`src/sv/newreno_congestion_window_assert.svh`:
```
// Assertion macros for the congestion window block.
`ifndef NEWRENO_CONGESTION_WINDOW_ASSERT_SVH
`define NEWRENO_CONGESTION_WINDOW_ASSERT_SVH
// Implication checked on every clock edge outside reset.
`define NCW_ASSERT_IMP(label, ante, cons, msg) \
  label: assert property (@(posedge clk) disable iff (!rst_n) (ante) |-> (cons)) \
    else $error(msg);
// Next-cycle implication checked outside reset.
`define NCW_ASSERT_NXT(label, ante, cons, msg) \
  label: assert property (@(posedge clk) disable iff (!rst_n) (ante) |=> (cons)) \
    else $error(msg);
`endif

```
`src/sv/ncw_pkg.sv`:
```
// Package with event codes, register indexes and shared types.
`timescale 1ns / 1ps
package ncw_pkg;
  localparam logic [2:0] ACT_ACK     = 3'd0;
  localparam logic [2:0] ACT_DUP     = 3'd1;
  localparam logic [2:0] ACT_TIMEOUT = 3'd2;
  localparam logic [2:0] ACT_RESTART = 3'd3;
  localparam logic [2:0] ACT_INIT    = 3'd4;

  localparam logic [1:0] REG_MSS   = 2'd0;
  localparam logic [1:0] REG_IW    = 2'd1;
  localparam logic [1:0] REG_SHIFT = 2'd2;
  localparam logic [1:0] REG_REORD = 2'd3;

  localparam logic [31:0] THRESH_RESET = 32'h7FFF_FFFF;

  typedef struct packed {
    logic [2:0]  action;
    logic [31:0] acked;
    logic [31:0] una;
    logic [31:0] smax;
    logic [7:0]  dups;
  } ncw_item_t;

  typedef enum logic [2:0] {
    ST_IDLE, ST_DIV, ST_MUL, ST_FIN, ST_OUT
  } ncw_state_t;
endpackage

```
`src/sv/ncw_front.sv`:
```
// Input stage and two-entry queue that feeds the event engine.
`timescale 1ns / 1ps
module ncw_front import ncw_pkg::*; (
  input  logic        clk,
  input  logic        rst_n,
  input  logic        in_valid,
  output logic        in_ready,
  input  ncw_item_t   in_item,
  output logic        q_valid,
  input  logic        q_ready,
  output ncw_item_t   q_item
);
  ncw_item_t  mem_r [2];
  logic [1:0] cnt_r, cnt_nxt;
  logic       rd_r, wr_r;
  logic       push, pop;

  assign in_ready = (cnt_r != 2'd2);
  assign q_valid  = (cnt_r != 2'd0);
  assign q_item   = mem_r[rd_r];
  assign push     = in_valid && in_ready;
  assign pop      = q_valid && q_ready;
  assign cnt_nxt  = cnt_r + {1'b0, push} - {1'b0, pop};

  always_ff @(posedge clk) begin
    if (!rst_n) begin
      cnt_r <= 2'd0;
      rd_r  <= 1'b0;
      wr_r  <= 1'b0;
    end else begin
      cnt_r <= cnt_nxt;
      if (push) wr_r <= ~wr_r;
      if (pop) rd_r <= ~rd_r;
    end
  end

  always_ff @(posedge clk) begin
    if (push) mem_r[wr_r] <= in_item;
  end
endmodule

```
`src/sv/ncw_back.sv`:
```
// Event engine: state registers, serial divider and result register.
`timescale 1ns / 1ps
module ncw_back import ncw_pkg::*; #(
  parameter int unsigned MAX_WINDOW = 65535
) (
  input  logic        clk,
  input  logic        rst_n,
  input  logic        q_valid,
  output logic        q_ready,
  input  ncw_item_t   q_item,
  input  logic        cfg_we,
  input  logic [1:0]  cfg_idx,
  input  logic [31:0] cfg_data,
  output logic        out_valid,
  input  logic        out_ready,
  output logic [31:0] out_cwnd,
  output logic [31:0] out_ssth,
  output logic        out_rec,
  output logic        busy
);
  logic [15:0] mss_r;
  logic [31:0] iw_r;
  logic [3:0]  shift_r;
  logic [7:0]  reord_r;

  logic [31:0] cwnd_r, cwnd_nxt, ssth_r, ssth_nxt, rpt_r, rpt_nxt;
  logic        rec_r, rec_nxt;
  ncw_state_t  st_r, st_nxt;
  ncw_item_t   it_r;
  logic [31:0] quo_r, rem_r, num_r, quo_nxt, rem_nxt, num_nxt;
  logic [5:0]  cnt_r, cnt_nxt;
  logic [39:0] prod_r;
  logic        load, ca;
  logic [32:0] trial;
  logic [31:0] half, floor_t, inc, diff;
  logic [32:0] sum33;
  logic [46:0] cap, sum47;

  assign ca    = (cwnd_r > ssth_r);
  assign load  = (st_r == ST_IDLE) && q_valid;
  assign trial = {rem_r, num_r[31]} - {1'b0, cwnd_r};
  assign half    = (it_r.smax - it_r.una) >> 1;
  assign floor_t = (half > iw_r) ? half : iw_r;
  assign diff    = it_r.una - rpt_r;
  assign cap     = 47'(MAX_WINDOW) << shift_r;

  always_comb begin
    st_nxt = st_r;
    case (st_r)
      ST_IDLE: if (q_valid) st_nxt = ST_MUL;
      ST_MUL:  st_nxt = (it_r.action == ACT_ACK && !rec_r && ca) ? ST_DIV : ST_FIN;
      ST_DIV:  if (cnt_r == 6'd31) st_nxt = ST_FIN;
      ST_FIN:  st_nxt = ST_OUT;
      ST_OUT:  if (out_ready) st_nxt = ST_IDLE;
      default: st_nxt = ST_IDLE;
    endcase
  end

  always_comb begin
    q_ready   = (st_r == ST_IDLE);
    out_valid = (st_r == ST_OUT);
    busy      = (st_r != ST_IDLE);
  end

  // Restoring divider on mss*mss (below 2^32) by cwnd, one bit a cycle.
  always_comb begin
    quo_nxt = quo_r;
    rem_nxt = rem_r;
    num_nxt = num_r;
    cnt_nxt = cnt_r;
    if (st_r == ST_MUL) begin
      num_nxt = prod_r[31:0];
      rem_nxt = '0;
      quo_nxt = '0;
      cnt_nxt = '0;
    end else if (st_r == ST_DIV) begin
      num_nxt = {num_r[30:0], 1'b0};
      if (!trial[32]) begin
        rem_nxt = trial[31:0];
        quo_nxt = {quo_r[30:0], 1'b1};
      end else begin
        rem_nxt = {rem_r[30:0], num_r[31]};
        quo_nxt = {quo_r[30:0], 1'b0};
      end
      cnt_nxt = cnt_r + 6'd1;
    end
  end

  always_comb begin
    cwnd_nxt = cwnd_r;
    ssth_nxt = ssth_r;
    rec_nxt  = rec_r;
    rpt_nxt  = rpt_r;
    inc      = '0;
    sum33    = '0;
    sum47    = '0;
    if (st_r == ST_FIN) begin
      case (it_r.action)
        ACT_ACK: begin
          if (rec_r) begin
            if (!diff[31]) begin
              cwnd_nxt = ssth_r;
              rec_nxt  = 1'b0;
            end else begin
              sum33    = {1'b0, cwnd_r} + 33'(mss_r);
              cwnd_nxt = sum33[32] ? '1 : sum33[31:0];
            end
          end else begin
            if (ca) inc = (quo_r == '0) ? 32'd1 : quo_r;
            else inc = (it_r.acked < {15'd0, mss_r, 1'b0}) ?
                       it_r.acked : {15'd0, mss_r, 1'b0};
            sum47    = 47'(cwnd_r) + 47'(inc);
            if (cap < sum47) sum47 = cap;
            cwnd_nxt = (sum47 > 47'h0_FFFF_FFFF) ? '1 : sum47[31:0];
          end
        end
        ACT_DUP: begin
          if (it_r.dups >= reord_r && !rec_r) begin
            rpt_nxt  = it_r.smax;
            rec_nxt  = 1'b1;
            ssth_nxt = floor_t;
            sum47    = 47'(floor_t) + 47'(prod_r[23:0]);
            cwnd_nxt = (sum47 > 47'h0_FFFF_FFFF) ? '1 : sum47[31:0];
          end
        end
        ACT_TIMEOUT: begin
          rec_nxt  = 1'b0;
          rpt_nxt  = it_r.smax;
          ssth_nxt = floor_t;
          cwnd_nxt = iw_r;
        end
        ACT_RESTART: begin
          cwnd_nxt = iw_r;
          rec_nxt  = 1'b0;
        end
        ACT_INIT: begin
          cwnd_nxt = iw_r;
          ssth_nxt = THRESH_RESET;
          rec_nxt  = 1'b0;
        end
        default: ;
      endcase
    end
  end

  always_ff @(posedge clk) begin
    if (!rst_n) begin
      st_r    <= ST_IDLE;
      mss_r   <= 16'd1460;
      iw_r    <= 32'd14600;
      shift_r <= 4'd0;
      reord_r <= 8'd3;
      cwnd_r  <= 32'd14600;
      ssth_r  <= THRESH_RESET;
      rec_r   <= 1'b0;
      rpt_r   <= '0;
      cnt_r   <= '0;
    end else begin
      st_r   <= st_nxt;
      cwnd_r <= cwnd_nxt;
      ssth_r <= ssth_nxt;
      rec_r  <= rec_nxt;
      rpt_r  <= rpt_nxt;
      cnt_r  <= cnt_nxt;
      if (cfg_we) begin
        case (cfg_idx)
          REG_MSS:   mss_r   <= cfg_data[15:0];
          REG_IW:    iw_r    <= cfg_data;
          REG_SHIFT: shift_r <= cfg_data[3:0];
          REG_REORD: reord_r <= cfg_data[7:0];
          default: ;
        endcase
      end
    end
  end

  // Product is mss*mss for avoidance, mss*dups for recovery entry.
  always_ff @(posedge clk) begin
    if (load) it_r <= q_item;
    if (st_r == ST_IDLE && q_valid) begin
      if (q_item.action == ACT_ACK) prod_r <= 40'(mss_r) * 40'(mss_r);
      else prod_r <= 40'(mss_r) * 40'(q_item.dups);
    end
    quo_r <= quo_nxt;
    rem_r <= rem_nxt;
    num_r <= num_nxt;
  end

  assign out_cwnd = cwnd_r;
  assign out_ssth = ssth_r;
  assign out_rec  = rec_r;
endmodule

```
`src/sv/newreno_congestion_window.sv`:
```
// Top level of the NewReno congestion window block.
// One event word in, one result word out. A two-entry queue takes words while
// the engine works. Duplicate acks, timeouts, restarts, inits and acks in
// recovery or slow start pass states MUL, FIN and OUT, waiting in OUT for the
// output handshake; a congestion-avoidance ack also runs the 32-step serial
// divider for mss*mss/cwnd between MUL and FIN. The result stays on the
// outputs until taken. Config writes take effect at once, even mid-event.
`timescale 1ns / 1ps
`include "newreno_congestion_window_assert.svh"
module newreno_congestion_window import ncw_pkg::*; #(
  parameter int unsigned MAX_WINDOW = 65535
) (
  input  logic        clk,
  input  logic        rst_n,
  input  logic        in_valid,
  output logic        in_ready,
  input  logic [2:0]  in_action,
  input  logic [31:0] in_acked_bytes,
  input  logic [31:0] in_oldest_unacked_seq,
  input  logic [31:0] in_highest_sent_seq,
  input  logic [7:0]  in_dup_ack_count,
  output logic        out_valid,
  input  logic        out_ready,
  output logic [31:0] out_congestion_window,
  output logic [31:0] out_slow_start_threshold,
  output logic        out_in_recovery,
  input  logic        cfg_valid,
  output logic        cfg_ready,
  input  logic [1:0]  cfg_index,
  input  logic [31:0] cfg_data
);
  ncw_item_t in_item, q_item;
  logic      q_valid, q_ready, busy;

  assign in_item = '{action: in_action, acked: in_acked_bytes,
                     una: in_oldest_unacked_seq, smax: in_highest_sent_seq,
                     dups: in_dup_ack_count};
  assign cfg_ready = 1'b1;

  ncw_front u_front (
    .clk, .rst_n, .in_valid, .in_ready, .in_item,
    .q_valid, .q_ready, .q_item
  );

  ncw_back #(.MAX_WINDOW(MAX_WINDOW)) u_back (
    .clk, .rst_n, .q_valid, .q_ready, .q_item,
    .cfg_we(cfg_valid), .cfg_idx(cfg_index), .cfg_data,
    .out_valid, .out_ready,
    .out_cwnd(out_congestion_window), .out_ssth(out_slow_start_threshold),
    .out_rec(out_in_recovery), .busy
  );

  // The engine never takes a queued word while it is busy.
  `NCW_ASSERT_IMP(a_no_take_busy, busy, !q_ready, "engine took word while busy")
  // A stalled result keeps its value.
  `NCW_ASSERT_NXT(a_hold, out_valid && !out_ready, $stable(out_congestion_window), "result moved")
endmodule
```
`config.mk`:
```
export PLATFORM = sky130hd
export DESIGN_NAME = newreno_congestion_window
export DESIGN_NICKNAME = d
export VERILOG_FILES = /design/src/sv/ncw_pkg.sv /design/src/sv/ncw_front.sv /design/src/sv/ncw_back.sv /design/src/sv/newreno_congestion_window.sv
export VERILOG_INCLUDE_DIRS = /design/src /design/src/sv
export SDC_FILE = /design/constraint.sdc
export NUM_CORES = 2
export LEC_CHECK = 0
export BUFFER_PORTS_ARGS = -buffer_cell sky130_fd_sc_hd__buf_4
export CORE_MARGIN = 5
export CORE_UTILIZATION = 45
export CTS_CLUSTER_SIZE = 40
export DETAILED_ROUTE_END_ITERATION = 7
export GPL_TIMING_DRIVEN = 0
export SLEW_MARGIN = 20
export SYNTH_ARGS = -nofsm -noshare
export SYNTH_HDL_FRONTEND = slang
export SYNTH_SLANG_ARGS = --single-unit
```
`constraint.sdc`:
```
create_clock -name clk -period 20.6 [get_ports clk]
set_clock_uncertainty 0.05 [all_clocks]
set_input_delay 4.12 -clock clk [delete_from_list [all_inputs] [get_ports clk]]
set_output_delay 4.12 -clock clk [all_outputs]
set_load 0.01 [all_outputs]
```
==> impl_metrics.toml <==
[logic_synthesis]
synth_area_per_cell_um2 = 9.862
synth-edff-count = 385
synthDominantCellAreaShare_pct = 25.21
synth_cells = 4650
synth_area_leaders = "edfxtp_1 (25%), ha_1 (12%), fa_1 (11%), dfxtp_1 (10%), inv_1 (4.2%)"
synth.distinct_cells = 94
synth_seq_cells = 620
yosysTopAreaCell = "edfxtp_1"
yosys_warnings = 0
netlist_top_cells_count = "inv_1 (513), nand2_1 (492), ha_1 (434), edfxtp_1 (385), nor2_1 (286)"
synthesis.area_um2 = 45860
ys_seq_area_share_pct = 35.47
syn_nets = 5483
post-synth-top-count-cell = "inv_1"
async_flop_share_pct = 0
synthFlopType = "edfxtp_1"

[global_routing]
antenna_found_initial = 15
grt_pass1_wl_um = 218700
track_usage_pct = 26.69
grt_max_degree = 48
grt_remaining_overflow = 0
grt_pass1_vias = 35740

[clocking]
cts.repair.resized = 0
clock_latency_ps = 640
post-cts-setup-buffers = 0
cts.htree.levels = 3
clock_path_buffers = 3
cts-root-buf = "clkbuf_16"
cts_tree = "done"
clk_pin_slew_ps = 60
numCtsBuffers = 72
cts.sinks = 620
postCtsHoldBufs = 0

[power]
peakVddDrop_uv = 157.9
p_leak_uw = 0.02259
power_density_nw_per_um2 = 173.2

[placement]
hpwl_um = 116000
numPortBuffers = 211
place.gp.congestion = 0.9792
post-place-ws_ps = 10140

[job]
maxCapViolations = 0

[critical_path]
cp_max_fo = 11
worstSetupPathType = "flop to flop"
slowest_delay_ps = 930
crit_path_start_kind = "flop"
critPathCaptureType = "flop"
cp_data_required_time_ps = 21090
crit_path_top_delay_cell = "o31ai_1"
worstPathArrival_ps = 11290
crit_top_cell = "a21o_1"

[final_layout]
drive_gt1_share_pct = 11.18
nFillCells = 9405
syn2layout_area_growth_pct = 13.28
layout.nets = 5807

[detailed_routing]
vias_per_cell = 5.640
routedWlPerCell_um = 22.88
drc_errors = 0
vias = 36130
first_iter_violations = 3066
ant_nets = 0
totalWireLength_um = 146600
first_pass_iters = 6

[timing]
slew_violations = 0
setup_ws_ps = 9796
grt_setup_unrepaired = "no"
setup_violations = 0
max_slew_margin_pct = 24.45
hold_viol_final = 0
timing.setup.tns_ps = 0
period_share_pct = 52.45
worst_pin_slew_ps = 1133
post-route-min-period_ps = 10800
fmax_ghz = 0.09256

[min_path]
hold_class = "flop to flop"

[die]
coreArea_um2 = 101400
dieArea_um2 = 108400
die_w_um = 329.2
start_util_pct = 45.20
ioPinCount = 214
rows = 117
die_h_um = 329.2

[run_status]
status = "finished clean"
## report_power, final
part           internal (uW)  switching [uW]  leakage [uW]
logic                   2260            3530        0.0159
registers               1710             205       0.00551
clock network            757             531       0.00113
total                   4730            4270        0.0226
## final cells by class
class	count	area (um^2)	area share [%]
diodes	9	22.52	0.04335
flip-flops and latches	620	16270	31.31
clock inverters	29	349.1	0.6720
plain buffers	183	733.2	1.411
multi-input cells	3331	26990	51.95
well taps	1368	1712	3.295
inverters	516	1937	3.728
clock buffers	100	1998	3.846
repair buffers	250	1946	3.745
## cells by family (layout without fill, tap and decap cells)
| group | after synthesis | count (layout) | synth area share, % |
|---|---|---|---|
| mux | 216 | 216 | 5.108 |
| flops | 620 | 620 | 35.47 |
| other cells | 1 | 10 | 0.008177 |
| xor+xnor | 187 | 187 | 3.572 |
| simple gates | 1183 | 1183 | 11.95 |
| buf+inv | 699 | 1078 | 5.812 |
| compound gates | 1057 | 1057 | 15.19 |
| fa+ha+maj | 687 | 687 | 22.89 |
## final timing paths
| check | from | to | slack [ps] | depth (start not counted) |
|---|---|---|---|---|
| worst max-delay path | u_back.mss_r[2] | u_back.out_cwnd[29] | 9800 | 36 |
| worst min-delay path | u_back.rpt_r[6] | u_back.rpt_r[6] | 410 | 2 |
| worst max register to register | u_back.mss_r[2] | u_back.out_cwnd[29] | 9800 | 36 |
| worst min register to register | u_back.rpt_r[6] | u_back.rpt_r[6] | 410 | 2 |
## per-layer routing
metal	wire (um)	share of wire, %	track usage [%]
met1	63640	43	36.76
met2	65140	44	42.53
met3	11320	7.7	4.351
met4	6387	4.4	10.16
met5	62	0.042	0
## through the flow
step | total power [uW] | cell area, um^2 | hold slack (ps) | std cells | util (%)
floorplan | 6046 | 45860 | 390.6 | 4650 | -
global placement | 7600 | 49150 | 401.1 | 6229 | 48.45
detailed placement | 7610 | 49570 | 406.3 | 6268 | 48.87
CTS | 8952 | 51920 | 414.2 | 6397 | 51.18
global route | 9700 | 51930 | 434.2 | 6398 | 51.19
finish | 8995 | 51950 | 410.6 | 6406 | 51.21
## critical path: cells and delay by family (launching register included)
family	cells	cell delay (ps)
compound gates	23	5130
xor+xnor	1	290
fa+ha+maj	3	1150
buf+inv	7	2760
flops	1	420
mux	1	780
simple gates	1	100
## layout by cell type, fill, tap and decap left out, types with 44 or more instances in the layout
master,instances
inv_1,512
nand2_1,492
ha_1,434
edfxtp_1,385
nor2_1,285
fa_1,253
o21ai_0,235
dfxtp_1,235
a21oi_1,233
buf_4,223
clkbuf_1,173
mux2_2,143
xnor2_1,115
a21o_1,105
a21boi_0,79
clkbuf_16,73
mux2i_1,72
xor2_1,72
and2_1,65
o21a_1,53
nor3_1,47
nand3_1,44
## registers in the layout, summed over array words and instances (netlist names), named ones only
name and count:
u_back.mss_r 16, u_front.rd_r 1, u_back.it_r 107, u_back.prod_r 32, u_back.reord_r 8, u_back.out_ssth 32
u_back.shift_r 4, u_back.num_r 32, u_back.out_rec 1, u_front.mem_r 214, u_back.quo_r 32, u_front.wr_r 1
u_back.st_r 3, u_back.out_cwnd 32, u_back.iw_r 32, u_back.rpt_r 32, u_front.cnt_r 2, u_back.cnt_r 6
u_back.rem_r 32
No activity file was read; power rests on OpenSTA's default activity.
